[src/sv/gm_pkg.sv]
// Shared constants, types and the star-closure function of the glob matcher.
package gm_pkg;

    localparam int PATTERN_MAX = 32;
    localparam int POS_W       = PATTERN_MAX + 1;
    localparam int CHAR_W      = 8;
    localparam int PAT_W       = PATTERN_MAX * CHAR_W;
    localparam int LEN_W       = 6;
    localparam int CFG_IDX_W   = 3;
    localparam int CFG_DATA_W  = 64;
    localparam int WORD_W      = 64;
    localparam int QDEPTH      = 2;
    localparam int QPTR_W      = 1;
    localparam int QCNT_W      = 2;

    localparam logic [CHAR_W-1:0] STAR_BYTE = 8'h2A;
    localparam logic [CHAR_W-1:0] ONE_BYTE  = 8'h3F;

    localparam logic [CFG_IDX_W-1:0] REG_LENGTH = 3'd0;
    localparam logic [CFG_IDX_W-1:0] REG_WORD_0 = 3'd1;
    localparam logic [CFG_IDX_W-1:0] REG_WORD_1 = 3'd2;
    localparam logic [CFG_IDX_W-1:0] REG_WORD_2 = 3'd3;
    localparam logic [CFG_IDX_W-1:0] REG_WORD_3 = 3'd4;

    localparam logic [POS_W-1:0] START_SET = POS_W'(1);

    // One classified character: which pattern positions accept it.
    typedef struct packed {
        logic [PATTERN_MAX-1:0] hit;
        logic                   last;
        logic                   empty;
    } entry_t;

    // Pattern view used by the position engine.
    typedef struct packed {
        logic [PATTERN_MAX-1:0] star;
        logic [PATTERN_MAX-1:0] in_range;
        logic [LEN_W-1:0]       len;
    } pat_ctl_t;

    // Position i+1 becomes active when i is active and holds a star, in a chain.
    // The chain is the carry chain of star + (star & s).
    function automatic logic [POS_W-1:0] star_close(input logic [POS_W-1:0] s,
                                                    input logic [PATTERN_MAX-1:0] star);
        logic [POS_W:0] a;
        logic [POS_W:0] b;
        logic [POS_W:0] sum;
        logic [POS_W:0] cy;
        a   = {2'b00, star};
        b   = {2'b00, star & s[PATTERN_MAX-1:0]};
        sum = a + b;
        cy  = sum ^ a ^ b;
        return s | cy[POS_W-1:0];
    endfunction

endpackage

[src/sv/gm_front.sv]
// Input stage: takes name characters and compares them against every pattern byte.
module gm_front (
    input  logic                        aclk,
    input  logic                        aresetn,
    input  logic                        s_tvalid,
    output logic                        s_tready,
    input  logic [gm_pkg::CHAR_W-1:0]   s_tdata,   // [7:0] character
    input  logic                        s_tlast,
    input  logic                        s_tuser,   // [0] empty_name
    input  logic [gm_pkg::PAT_W-1:0]    pattern,
    output logic                        push,
    output gm_pkg::entry_t              push_entry,
    input  logic                        q_ready
);

    logic           front_valid_reg;
    gm_pkg::entry_t entry_reg;
    gm_pkg::entry_t entry_next;

    always_comb begin
        entry_next.last  = s_tlast;
        entry_next.empty = s_tuser;
        for (int i = 0; i < gm_pkg::PATTERN_MAX; i++) begin
            entry_next.hit[i] = (pattern[i*gm_pkg::CHAR_W +: gm_pkg::CHAR_W] == s_tdata) ||
                                (pattern[i*gm_pkg::CHAR_W +: gm_pkg::CHAR_W] == gm_pkg::ONE_BYTE);
        end
    end

    assign s_tready   = !front_valid_reg || q_ready;
    assign push       = front_valid_reg;
    assign push_entry = entry_reg;

    always_ff @(posedge aclk) begin
        if (!aresetn) begin
            front_valid_reg <= 1'b0;
        end else if (s_tready) begin
            front_valid_reg <= s_tvalid;
        end
    end

    always_ff @(posedge aclk) begin
        if (s_tvalid && s_tready) begin
            entry_reg <= entry_next;
        end
    end

endmodule

[src/sv/gm_queue.sv]
// Two-entry queue between the classifier and the position engine.
module gm_queue (
    input  logic           aclk,
    input  logic           aresetn,
    input  logic           push,
    input  gm_pkg::entry_t push_entry,
    output logic           in_ready,
    output logic           head_valid,
    output gm_pkg::entry_t head,
    input  logic           pop
);

    gm_pkg::entry_t                entries_reg [gm_pkg::QDEPTH];
    logic [gm_pkg::QPTR_W-1:0]     wr_ptr_reg;
    logic [gm_pkg::QPTR_W-1:0]     rd_ptr_reg;
    logic [gm_pkg::QCNT_W-1:0]     cnt_reg;
    logic                          do_push;
    logic                          do_pop;

    assign in_ready   = cnt_reg != gm_pkg::QCNT_W'(gm_pkg::QDEPTH);
    assign head_valid = cnt_reg != '0;
    assign head       = entries_reg[rd_ptr_reg];
    assign do_push    = push && in_ready;
    assign do_pop     = pop && head_valid;

    always_ff @(posedge aclk) begin
        if (!aresetn) begin
            wr_ptr_reg <= '0;
            rd_ptr_reg <= '0;
            cnt_reg    <= '0;
        end else begin
            if (do_push) begin
                wr_ptr_reg <= wr_ptr_reg + 1'b1;
            end
            if (do_pop) begin
                rd_ptr_reg <= rd_ptr_reg + 1'b1;
            end
            if (do_push && !do_pop) begin
                cnt_reg <= cnt_reg + 1'b1;
            end else if (do_pop && !do_push) begin
                cnt_reg <= cnt_reg - 1'b1;
            end
        end
    end

    always_ff @(posedge aclk) begin
        if (do_push) begin
            entries_reg[wr_ptr_reg] <= push_entry;
        end
    end

`ifndef SYNTHESIS
    a_cnt_bound: assert property (@(posedge aclk) disable iff (!aresetn)
        cnt_reg <= gm_pkg::QCNT_W'(gm_pkg::QDEPTH))
        else $error("queue count above depth");
    a_cnt_hold: assert property (@(posedge aclk) disable iff (!aresetn)
        do_push && do_pop |=> $stable(cnt_reg))
        else $error("queue count moved on simultaneous push and pop");
`endif

endmodule

[src/sv/gm_back.sv]
// Position engine: advances the active-position set and produces match results.
module gm_back (
    input  logic              aclk,
    input  logic              aresetn,
    input  gm_pkg::pat_ctl_t  ctl,
    input  logic              head_valid,
    input  gm_pkg::entry_t    head,
    output logic              pop,
    output logic              m_tvalid,
    input  logic              m_tready,
    output logic              m_matched
);

    logic [gm_pkg::POS_W-1:0]       state_reg;
    logic [gm_pkg::POS_W-1:0]       res_vec_reg;
    logic                           res_valid_reg;
    logic                           out_valid_reg;
    logic                           matched_reg;

    logic [gm_pkg::POS_W-1:0]       cur;
    logic [gm_pkg::PATTERN_MAX-1:0] adv;
    logic [gm_pkg::POS_W-1:0]       nxt;
    logic [gm_pkg::POS_W-1:0]       res_vec_next;
    logic [gm_pkg::POS_W-1:0]       closed;
    logic                           produces;
    logic                           out_free;
    logic                           res_ready;

    // State is kept before closure so a new pattern applies to reached positions.
    assign cur = gm_pkg::star_close(state_reg, ctl.star);
    assign adv = cur[gm_pkg::PATTERN_MAX-1:0] & ~ctl.star & head.hit & ctl.in_range;
    assign nxt = {1'b0, cur[gm_pkg::PATTERN_MAX-1:0] & ctl.star} | {adv, 1'b0};

    assign produces     = head.last || head.empty;
    assign res_vec_next = head.empty ? gm_pkg::START_SET : nxt;
    assign out_free     = !out_valid_reg || m_tready;
    assign res_ready    = !res_valid_reg || out_free;
    assign pop          = head_valid && (!produces || res_ready);

    assign closed    = gm_pkg::star_close(res_vec_reg, ctl.star);
    assign m_tvalid  = out_valid_reg;
    assign m_matched = matched_reg;

    always_ff @(posedge aclk) begin
        if (!aresetn) begin
            state_reg     <= gm_pkg::START_SET;
            res_valid_reg <= 1'b0;
            out_valid_reg <= 1'b0;
        end else begin
            if (pop) begin
                state_reg <= produces ? gm_pkg::START_SET : nxt;
            end
            if (res_ready) begin
                res_valid_reg <= pop && produces;
            end
            if (out_free) begin
                out_valid_reg <= res_valid_reg;
            end
        end
    end

    always_ff @(posedge aclk) begin
        if (pop && produces) begin
            res_vec_reg <= res_vec_next;
        end
        if (out_free && res_valid_reg) begin
            matched_reg <= closed[ctl.len];
        end
    end

`ifndef SYNTHESIS
    a_name_restart: assert property (@(posedge aclk) disable iff (!aresetn)
        pop && produces |=> state_reg == gm_pkg::START_SET)
        else $error("active set not restarted after end of name");
    a_res_hold: assert property (@(posedge aclk) disable iff (!aresetn)
        res_valid_reg && !out_free |=> res_valid_reg && $stable(res_vec_reg))
        else $error("pending result vector lost while output stalled");
`endif

endmodule

[src/sv/wildcard_glob_matcher.sv]
// Top level of the glob matcher: configuration registers and the pipeline.
//
// Usage: write pattern_length (index 0) and pattern_word_0..3 (indexes 1..4)
// through cfg_wr_en/cfg_index/cfg_data while no name is in flight. Then
// stream file-name characters on the s_ channel, one per transaction, with
// s_tlast on the final character; s_tuser marks a name of zero characters
// (its s_tdata and s_tlast are ignored). Each last or empty-name
// transaction yields one m_ transaction whose m_tdata[0] is 1 when the
// whole name matches the whole pattern ('*' any run, '?' one character).
// Throughput is one character per cycle while m_tready does not stall
// the output, set by the active-position update.
// A two-entry queue separates the classifier from the position engine, and
// an output register lets the input keep flowing while a result waits.
// When m_tready is low, results back up through the queue and s_tready
// drops once it is full; nothing is lost. Reset clears the pattern to
// empty, restarts the position set, and drops all queued transactions.
module wildcard_glob_matcher (
    input  logic                           aclk,
    input  logic                           aresetn,
    input  logic                           s_tvalid,
    output logic                           s_tready,
    input  logic [gm_pkg::CHAR_W-1:0]      s_tdata,   // [7:0] character
    input  logic                           s_tlast,
    input  logic                           s_tuser,   // [0] empty_name
    output logic                           m_tvalid,
    input  logic                           m_tready,
    output logic [7:0]                     m_tdata,   // [0] matched, [7:1] zero
    input  logic                           cfg_wr_en,
    input  logic [gm_pkg::CFG_IDX_W-1:0]   cfg_index,
    input  logic [gm_pkg::CFG_DATA_W-1:0]  cfg_data
);

    logic [gm_pkg::LEN_W-1:0]       length_reg;
    logic [gm_pkg::PAT_W-1:0]       pattern_reg;
    logic [gm_pkg::LEN_W-1:0]       len_clip;
    gm_pkg::pat_ctl_t               ctl;

    logic                           push;
    gm_pkg::entry_t                 push_entry;
    logic                           q_ready;
    logic                           head_valid;
    gm_pkg::entry_t                 head;
    logic                           pop;
    logic                           matched;

    always_ff @(posedge aclk) begin
        if (!aresetn) begin
            length_reg  <= '0;
            pattern_reg <= '0;
        end else if (cfg_wr_en) begin
            unique case (cfg_index)
                gm_pkg::REG_LENGTH: length_reg <= cfg_data[gm_pkg::LEN_W-1:0];
                gm_pkg::REG_WORD_0: pattern_reg[0*gm_pkg::WORD_W +: gm_pkg::WORD_W] <= cfg_data;
                gm_pkg::REG_WORD_1: pattern_reg[1*gm_pkg::WORD_W +: gm_pkg::WORD_W] <= cfg_data;
                gm_pkg::REG_WORD_2: pattern_reg[2*gm_pkg::WORD_W +: gm_pkg::WORD_W] <= cfg_data;
                gm_pkg::REG_WORD_3: pattern_reg[3*gm_pkg::WORD_W +: gm_pkg::WORD_W] <= cfg_data;
                default: ;
            endcase
        end
    end

    assign len_clip = (length_reg > gm_pkg::LEN_W'(gm_pkg::PATTERN_MAX)) ?
                      gm_pkg::LEN_W'(gm_pkg::PATTERN_MAX) : length_reg;

    always_comb begin
        ctl.len = len_clip;
        for (int i = 0; i < gm_pkg::PATTERN_MAX; i++) begin
            ctl.in_range[i] = gm_pkg::LEN_W'(i) < len_clip;
            ctl.star[i]     = ctl.in_range[i] &&
                (pattern_reg[i*gm_pkg::CHAR_W +: gm_pkg::CHAR_W] == gm_pkg::STAR_BYTE);
        end
    end

    gm_front u_front (
        .aclk       (aclk),
        .aresetn    (aresetn),
        .s_tvalid   (s_tvalid),
        .s_tready   (s_tready),
        .s_tdata    (s_tdata),
        .s_tlast    (s_tlast),
        .s_tuser    (s_tuser),
        .pattern    (pattern_reg),
        .push       (push),
        .push_entry (push_entry),
        .q_ready    (q_ready)
    );

    gm_queue u_queue (
        .aclk       (aclk),
        .aresetn    (aresetn),
        .push       (push),
        .push_entry (push_entry),
        .in_ready   (q_ready),
        .head_valid (head_valid),
        .head       (head),
        .pop        (pop)
    );

    gm_back u_back (
        .aclk       (aclk),
        .aresetn    (aresetn),
        .ctl        (ctl),
        .head_valid (head_valid),
        .head       (head),
        .pop        (pop),
        .m_tvalid   (m_tvalid),
        .m_tready   (m_tready),
        .m_matched  (matched)
    );

    assign m_tdata = {7'b0, matched};

endmodule
[config.mk]
export PLATFORM = sky130hd
export DESIGN_NAME = wildcard_glob_matcher
export DESIGN_NICKNAME = d
export VERILOG_FILES = /design/src/sv/gm_pkg.sv /design/src/sv/gm_front.sv /design/src/sv/gm_queue.sv /design/src/sv/gm_back.sv /design/src/sv/wildcard_glob_matcher.sv
export SDC_FILE = /design/constraint.sdc
export NUM_CORES = 1
export LEC_CHECK = 0
export BUFFER_PORTS_ARGS = -buffer_cell sky130_fd_sc_hd__buf_2
export CORE_MARGIN = 2
export CORE_UTILIZATION = 50
export CTS_CLUSTER_SIZE = 30
export DETAILED_ROUTE_END_ITERATION = 16
export PLACE_DENSITY = 0.7
export SYNTH_ARGS = -nofsm -noshare
export SYNTH_HDL_FRONTEND = slang
export SYNTH_SLANG_ARGS = --single-unit
[constraint.sdc]
create_clock -name aclk -period 4.8 [get_ports aclk]
set_input_delay 0.48 -clock aclk [delete_from_list [all_inputs] [get_ports aclk]]
set_output_delay 0.48 -clock aclk [all_outputs]
set_load 0.05 [all_outputs]
# [Word level (Yosys, flattened, before mapping)]
# Memories as Yosys holds them, arrays and structs flattened. A register that Yosys moved wholly into a read port is not among the register bits.
# Index checks and enable logic that the tools add are counted.
[classes] add_sub_neg=6 n_lt_le_gt_ge=34 n_eq_ne=101 muxes=10 n_bitwise=14 n_reduce_logical=91
[ops] operator="8-bit by 6-bit == test with 1-bit output (second input constant)" n=64
[ops] operator="8-bit == test" n=32
[ops] operator="32-bit AND" n=6
[ops] operator="5-bit by 6-bit < comparator with 1-bit output (first input constant)" n=16
[ops] operator="33-bit by 32-bit XOR with 33-bit output" n=2
[ops] operator="32-bit XOR" n=2
[ops] operator="4-bit by 6-bit < comparator with 1-bit output (first input constant)" n=8
[ops] operator="1-bit logical AND" n=40
[ops] operator="1-bit logical OR" n=37
[ops] operator="32-bit by 32-bit adder with 33-bit output" n=1
[ops] operator="32-bit by 33-bit OR with 33-bit output" n=1
[ops] operator="33-bit OR" n=1
[ops] operator="32-bit adder" n=1
[ops] operator="32-bit 2-to-1 mux" n=1
[ops] operator="32-bit NOT" n=1
[ops] operator="32-bit OR" n=1
[ops] operator="3-bit by 6-bit < comparator with 1-bit output (first input constant)" n=4
[ops] operator="1-bit by 6-bit < comparator with 1-bit output (first input constant)" n=2
[ops] operator="2-bit by 6-bit < comparator with 1-bit output (first input constant)" n=2
[ops] operator="2-bit AND reduction" n=5
[ops] operator="6-bit by 7-bit < comparator with 1-bit output (second input constant)" n=1
[ops] operator="1-bit binary-select mux with 6-bit select" n=1
[ops] operator="3-bit by 2-bit == test with 1-bit output (second input constant)" n=2
[ops] operator="6-bit > comparator (second input constant)" n=1
[ops] operator="other kinds (12)" n=24
[word_totals] register_bits=369 mem_bits_rw=68 in_bits=82 out_inout_bits=10 wordCells=274 n_memories=1
[mem_list] name="u_queue.entries_reg" words=2 word_bits=34 read_ports=1 rd_clocked_by_memory_dff=1 wr=1 line_no="gm_queue.sv:13" rtl="gm_pkg::entry_t entries_reg [gm_pkg::QDEPTH];"

# [Depth between registers and ports, before layout]
# Gate-level depths: netlist of the first run.
[logic_depth] ltp_word=14 depth_mapped=14 mapped_depth_nobuf=10

# [Hierarchy]
# A second synthesis of the first run with hierarchy kept.
[unflattened] hier_cells=2643 area_unflattened_um2=23805.3
[by_module_without_submodules] mod="wildcard_glob_matcher" instances=1 cells_per_inst=1254 area_per_inst_um2=10510.1 seq_area_each_um2=5245.0
[by_module_without_submodules] mod="gm_back" instances=1 cells_per_inst=740 area_per_inst_um2=5794.3 seq_area_each_um2=1701.6
[by_module_without_submodules] mod="gm_front" instances=1 cells_per_inst=519 area_per_inst_um2=4810.9 seq_area_each_um2=1041.0
[by_module_without_submodules] mod="gm_queue" instances=1 cells_per_inst=130 area_per_inst_um2=2690.1 seq_area_each_um2=2142.1

# [Worst setup path after synthesis of the first run]
# No wires, ideal clock.
[synth_path] path_kind="flip-flop to flip-flop" start="register with a tool-made name" end="register u_back.res_vec_reg[0] (netlist bit), enable pin" setup_ns=0.468 arrival_ns=3.387 t_required_ns=4.332 path_slack_ns=0.945 stages_incl_launch_ff=5 path_buffers=1 synth_period_minus_slack_ns=3.855 path_cell_list="dfxtp_1 > clkbuf_1 > mux2_2 > a211oi_1 > nor3_1"
[synth_rtl] item="end signal: assignment" line_no="gm_back.sv:64" rtl="res_vec_reg <= res_vec_next;"
[synth_rtl] item="end: declaration" line_no="gm_back.sv:15" rtl="logic [gm_pkg::POS_W-1:0] res_vec_reg;"

# [Worst setup path in the final report of the first run]
[layout_path] start="register length_reg[5] (netlist bit)" end="register u_back.res_vec_reg[29] (netlist bit) (data pin)"
[layout_between] elab_chain_len=13 word_cells_on_any_way=73 cone_classes="1 x add/sub; 31 x order compare; 1 x mux; 10 x bitwise; 30 x reduce/logical"
[layout_rtl] item="start: declaration" line_no="wildcard_glob_matcher.sv:33" rtl="logic [gm_pkg::LEN_W-1:0] length_reg;"
[layout_rtl] item="start signal: assignment" line_no="wildcard_glob_matcher.sv:52" rtl="gm_pkg::REG_LENGTH: length_reg <= cfg_data[gm_pkg::LEN_W-1:0];"
[layout_rtl] item="6-bit > comparator" line_no="wildcard_glob_matcher.sv:62" rtl="assign len_clip = (length_reg > gm_pkg::LEN_W'(gm_pkg::PATTERN_MAX)) ?"
[layout_rtl] item="6-bit 2-to-1 mux *" line_no="wildcard_glob_matcher.sv:62"
[layout_rtl] item="1-bit by 6-bit < comparator with 1-bit output, or another cell as far along" line_no="wildcard_glob_matcher.sv:68" rtl="ctl.in_range[i] = gm_pkg::LEN_W'(i) < len_clip;"
[layout_rtl] item="1-bit logical AND" line_no="wildcard_glob_matcher.sv:69" rtl="ctl.star[i] = ctl.in_range[i] &&"
[layout_rtl] item="32-bit AND" line_no="gm_pkg.sv:50" rtl="b = {2'b00, star & s[PATTERN_MAX-1:0]};"
[layout_rtl] item="32-bit adder" line_no="gm_pkg.sv:51" rtl="sum = a + b;"
[layout_rtl] item="32-bit XOR (2 in a row)" line_no="gm_pkg.sv:52" rtl="cy = sum ^ a ^ b;"
[layout_rtl] item="32-bit OR" line_no="gm_pkg.sv:53" rtl="return s | cy[POS_W-1:0];"
[layout_rtl] item="32-bit AND (3 in a row)" line_no="gm_back.sv:31" rtl="assign adv = cur[gm_pkg::PATTERN_MAX-1:0] & ~ctl.star & head.hit & ctl.in_range;"
[layout_rtl] item="32-bit by 33-bit OR with 33-bit output *" line_no="gm_back.sv:32" rtl="assign nxt = {1'b0, cur[gm_pkg::PATTERN_MAX-1:0] & ctl.star} | {adv, 1'b0};"
# Mark *: on every way between the ends. The rest lies on a longest branch, timed or not.
# A chain may end at the register's enable or synchronous reset.

==> run_results.csv, run 1 <==
group,metric,value,unit
clock_tree,post_cts_resized,0,
routing,drt_first_pass_iters,5,
clock_tree,clockBufferDepth,3,
worst_setup_path,crit_cells,10,
worst_setup_path,r2r_slack,0.66,ns
finish,drive_gt1_frac,0.0970,
worst_setup_path,path_class,"reg2reg",
placement,numPortBuffers,84,
clock_tree,cts_tree,"done",
worst_setup_path,endpoint_kind,"register",
die,rows,80,
hold_path,hold_class,"in2reg",
synthesis,synth_edf_count,136,
worst_setup_path,rr_endpoint,"u_back.res_vec_reg[29]",
grt,first_global_vias,20700,
worst_setup_path,max_stage_delay,0.77,ns
die,die_area,0.0502,mm²
routing,ant_nets,0,
clock_tree,cts_buffers,46,
synthesis,yosys_warnings,0,
worst_setup_path,critPathArrivalTime,4.55,ns
job,cap_violations,0,
timing,finalCriticalPeriod,4.14,ns
grt,grt_overflow_total,0,
finish,nFillCells,4344,
timing,relSlewSlack,0.256,
routing,vias,21900,
timing,fin_tns_setup,0,ns
die,dieHeight,224,µm
routing,drt_iter0_markers,2284,
finish,syn2layout_area_growth,10.2,%
worst_setup_path,reg2reg_from,"length_reg[5]",
synthesis,ys_ff_latch,438,
synthesis,ys.flop_type,"dfxtp_1",
clock_tree,clock_sinks,438,
finish,ff_latch_area,0.0101,mm²
finish,largest_register_ffs,256,
timing,worstMarginPinSlew,1.12,ns
grt,antenna_found_initial,1,
worst_setup_path,cpLargestDelayFamily,"compound AO/OA/AOI/OAI gates",
hold_path,holdPathStages,1,
synthesis,async_flop_share,0,
die,io_pins,92,
routing,wl,82100,µm
finish,design_area,0.0267,mm²
synthesis,avgSynthCellArea,8.55,µm²
placement,place.gp.congestion,0.983,
power,p_per_area,350,mW/mm²
synthesis,yosysSeqAreaShare,0.418,
timing,clock_skew,0.0170,ns
finish,fin_nets,2934,
worst_setup_path,reg2reg_depth,10,
worst_setup_path,critPathSlowestCell,"dfxtp_1",
power,p_leak,8.80,nW
clock_tree,cts_setup_buffers,0,
worst_setup_path,cp.required,5.21,ns
synthesis,postSynthCellCount,2832,
worst_setup_path,timing.critical_path.from,"length_reg[5]",
grt,grt_max_degree,155,
synthesis,syn_area,0.0242,mm²
routing,drc_errors,0,
timing,rsz0062_at_grt,"false",
worst_setup_path,cp-start-kind,"register",
grt,grtUsageTotal,0.322,
die,start_util,0.507,
outcome,outcome,"finished clean",
power,ir_drop,0.000316,V
finish,multiInputGateArea,0.0134,mm²
die,fp.coreArea,0.0477,mm²
clock_tree,hold_buffers,0,
finish,antenna_cells,0,
timing,hold_viol_final,0,
worst_setup_path,cpMostUsedCell,"a21oi_1",
die,die_w,224,µm
hold_path,holdPathEnd,"u_front.push_entry[1]",
routing,post_drt_wl_per_cell,23.5,µm
worst_setup_path,crit_buf_inv,0,
grt,grt_pass1_wl,124000,µm
synthesis,yosysUniqueCellTypes,93,
clock_tree,clk_pin_slew,0.06,ns
timing,final_max_slew_viol_count,0,
worst_setup_path,cp_cell_sequence,"a2111oi_1 -> nor4_4 -> o2111ai_1 -> nand4b_1 -> a21oi_1 -> a211o_1 -> nand3_1 -> a211oi_1 -> o21ai_0 -> a21oi_1",
worst_setup_path,path_max_fanout,18,
clock_tree,cts_root_buf,"clkbuf_16",
hold_path,min-delay-start,"s_tlast",
timing,fin_crit_sh,0.862,
placement,dp_hpwl,58600,µm
placement,place_area,0.0252,mm²
timing,setup_violations,0,
clock_tree,insertion_delay,0.59,ns
timing,fmax,0.242,GHz
clock_tree,cts_htree_levels,2,
routing,viasPerCell,6.25,
-- final cells by class --
class                   count  area share
clock inverters            20     0.00600
multi-input cells        2197       0.500
repair buffers            145      0.0332
inverters                  23     0.00324
flip-flops and latches    438       0.380
well taps                 615      0.0288
clock buffers              63      0.0486
-- logic make-up after synthesis --
family                   share of synthesized area
AND/OR/NAND/NOR                              0.238
AO/OA/AOI/OAI                                0.199
flip-flops                                   0.418
XOR/XNOR                                    0.0936
buffers and inverters                       0.0336
multiplexers                                0.0167
adder cells (fa/ha/maj)                   0.000516
other                                     0.000155
-- worst reg2reg max path, delay by kind of cell, from the launching register on --
family	cells	cell delay (ns)
AOI/OAI and AO/OA	7	2.13
DFF	1	0.77
and+or+nand+nor	3	1.08
-- metrics by stage --
stage	hold WS (ns)	total power [mW]	utilization	setup slack, ns	instances
2_1_floorplan	0.421	5.26	-	0.945	2838
3_3_place_gp	0.423	5.83	0.528	0.848	3418
3_5_place_dp	0.434	5.85	0.528	0.751	3418
4_1_cts	0.0574	9.34	0.559	0.747	3501
5_1_grt	0.0699	9.64	0.559	0.430	3501
6_report	0.0748	9.35	0.559	0.664	3501
-- synth_stat cells, drive strengths merged (19+ instances only) --
library cell	n	area share
nand2	617	0.096
dfxtp	302	0.25
a21boi	264	0.082
xnor2	178	0.064
nor2	142	0.022
edfxtp	136	0.17
clkbuf	117	0.018
o21ai	97	0.021
a21oi	82	0.017
xor2	81	0.029
nand3	70	0.015
nand4	69	0.018
nor3	64	0.014
buf	63	0.012
nor4	48	0.014
and3	40	0.010
and2	32	0.0083
mux2i	28	0.012
or3	24	0.0064
inv	23	0.0036
nor2b	21	0.0054
o21a	20	0.0062
o22ai	20	0.0052
a211oi	19	0.0065
a31oi	19	0.0049
o211ai	19	0.0059
-- worst max path at each step --
stage | endpoint | slack (ns)
6_report | u_back.res_vec_reg[29] | 0.66
5_1_grt | u_back.m_matched | 0.43
4_1_cts | u_back.res_vec_reg[27] | 0.75
3_5_place_dp | u_back.res_vec_reg[27] | 0.75
3_3_place_gp | u_back.res_vec_reg[29] | 0.85
2_1_floorplan | u_back.res_vec_reg[0] | 0.95
-- per-layer routing --
metal	vias up	GRT usage	share of wire	wire length, µm
li1	10100	-	-	-
met1	10700	0.435	0.43	35200
met2	879	0.521	0.46	37700
met3	185	0.0514	0.077	6290
met4	2	0.118	0.035	2870
met5	-	0	0.00016	13
-- power by group --
part / total, mW / internal [mW] / switching [mW]
clock network: 3.55 / 2.00 / 1.55
logic: 1.45 / 0.480 / 0.974
registers: 4.35 / 4.10 / 0.251
-- layout by cell type, fill, tap and decap left out, drive strengths merged, types with 24 or more instances in the layout --
master,netlist,final
nand4,69,69
buf,63,145
a21oi,82,82
xnor2,178,178
inv,23,26
nor2,142,142
and2,32,32
nand2,617,617
clkbuf,117,63
xor2,81,81
a21boi,264,264
nor4,48,48
or3,24,24
nor3,64,64
and3,40,40
dfxtp,302,302
mux2i,28,28
edfxtp,136,136
o21ai,97,97
nand3,70,70
No activity file was read; power rests on OpenSTA's default activity.
==> run 2: changes to the inputs <==
- CORE_MARGIN: 2 -> unset
- CORE_UTILIZATION: 50 -> 31
- PLACE_DENSITY: 0.7 -> 0.49
==> run_results.csv, run 2 (synthesis gave the netlist of run 1 again) <==
group,metric,value,unit
clock_tree,cts_setup_buffers,0,
clock_tree,insertion_delay,0.61,ns
routing,viasPerCell,5.49,
placement,numPortBuffers,84,
timing,final_max_slew_viol_count,0,
routing,vias,21700,
timing,fin_tns_setup,0,ns
timing,hold_viol_final,0,
timing,fin_crit_sh,0.895,
routing,wl,92100,µm
worst_setup_path,path_max_fanout,17,
die,die_w,282,µm
die,rows,102,
timing,finalCriticalPeriod,4.29,ns
hold_path,hold_class,"in2reg",
clock_tree,clk_pin_slew,0.06,ns
grt,grt_pass1_wl,137000,µm
worst_setup_path,critPathArrivalTime,4.59,ns
die,die_area,0.0793,mm²
job,cap_violations,0,
placement,dp_hpwl,66300,µm
die,dieHeight,282,µm
clock_tree,clock_sinks,438,
power,p_int,7.11,mW
grt,grtUsageTotal,0.230,
finish,mostFrequentLayoutCell,"nand2_1",
worst_setup_path,endpoint_kind,"register",
worst_setup_path,r2r_slack,0.51,ns
power,power_frac_clock,0.418,
die,fp.coreArea,0.0773,mm²
routing,drc_errors,0,
routing,ant_nets,0,
finish,fin_nets,2944,
timing,setup_violations,0,
outcome,outcome,"finished clean",
grt,first_global_vias,20900,
finish,drive_gt1_frac,0.102,
timing,rsz0062_at_grt,"false",
worst_setup_path,cp-start-kind,"register",
clock_tree,clockBufferDepth,3,
finish,nFillCells,8085,
power,swShare,0.292,
clock_tree,cts_tree,"done",
finish,layout_common_cells,"617 x nand2_1, 301 x dfxtp_1, 264 x a21boi_0",
routing,drt_iter0_markers,1754,
clock_tree,hold_buffers,0,
worst_setup_path,cpLargestDelayFamily,"compound AO/OA/AOI/OAI gates",
power,p_leak,8.98,nW
clock_tree,cts_root_buf,"clkbuf_16",
grt,grt_overflow_total,0,
power,power,10.1,mW
worst_setup_path,cp_cell_sequence,"buf_4 -> nor4_2 -> nand2_1 -> nand4_1 -> o21ai_0 -> a211oi_1 -> o21ai_1 -> o31ai_1 -> a21oi_1 -> a32oi_1 -> nand4_1",
grt,grt_max_degree,115,
timing,hold_slack,0.0613,ns
timing,clock_skew,0.0307,ns
finish,syn2layout_area_growth,13.9,%
power,p_per_area,364,mW/mm²
clock_tree,cts_htree_levels,2,
timing,relSlewSlack,0.174,
worst_setup_path,crit_buf_inv,1,
die,io_pins,92,
worst_setup_path,cpMostUsedCell,"nand4_1",
power,ir_drop,0.000231,V
routing,post_drt_wl_per_cell,23.4,µm
power,p_comb_frac,0.147,
worst_setup_path,max_stage_delay,0.72,ns
power,p_seq_frac,0.435,
timing,fmax,0.233,GHz
die,start_util,0.313,
finish,largest_register_ffs,256,
power,switching_power,2.94,mW
placement,place.gp.congestion,0.964,
worst_setup_path,critPathSlowestCell,"a211oi_1",
worst_setup_path,path_class,"reg2reg",
worst_setup_path,cp.required,5.10,ns
grt,antenna_found_initial,1,
routing,drt_first_pass_iters,5,
clock_tree,cts_buffers,51,
timing,worstMarginPinSlew,1.24,ns
clock_tree,post_cts_resized,0,
## run 2: metrics by stage
stage | cell area (µm²) | std cells | util | setup WS, ns
finish | 27600 | 3943 | 0.357 | 0.505
global route | 27600 | 3942 | 0.357 | 0.228
CTS | 27600 | 3942 | 0.357 | 0.564
detailed placement | 25800 | 3848 | 0.333 | 0.571
global placement | 25800 | 3848 | 0.333 | 0.582
floorplan | 24200 | 2838 | - | 0.945
## run 2: final cells by class
type | count | area (µm²) | share of cell area
Clock buffer | 70 | 1440 | 0.0522
Inverter | 23 | 86.3 | 0.00313
Clock inverter | 24 | 357 | 0.0129
Tap cell | 1040 | 1300 | 0.0472
Sequential cell | 438 | 10100 | 0.367
Antenna cell | 1 | 2.50 | 0.0000907
Multi-Input combinational cell | 2197 | 13300 | 0.484
Timing Repair Buffer | 150 | 925 | 0.0335
## run 2: worst paths after layout
kind,startpoint,endpoint,depth (start not counted)
setup / recovery,length_reg[3],u_back.m_matched,11
hold / removal,s_tuser,u_front.push_entry[0],1
setup reg to reg,length_reg[3],u_back.m_matched,11
hold reg to reg,u_front.push_entry[18],u_queue.entries_reg[0][18],0
## run 2: metal layers
metal	vias to the layer above	GRT usage	wire [µm]
met5	-	0	0
met4	0	0.0680	2570
li1	10100	-	-
met3	156	0.0299	4740
met2	708	0.375	42500
met1	10700	0.315	42300
## run 2: power groups by stage
stage | Sequential [mW] | Combinational, mW | Clock, mW
after CTS | 4.37 | 1.48 | 4.29
after global placement | 4.44 | 1.47 | 0
after floorplan | 4.32 | 0.941 | 0
final | 4.37 | 1.48 | 4.20
after global routing | 4.40 | 1.58 | 4.44
after detailed placement | 4.45 | 1.48 | 0
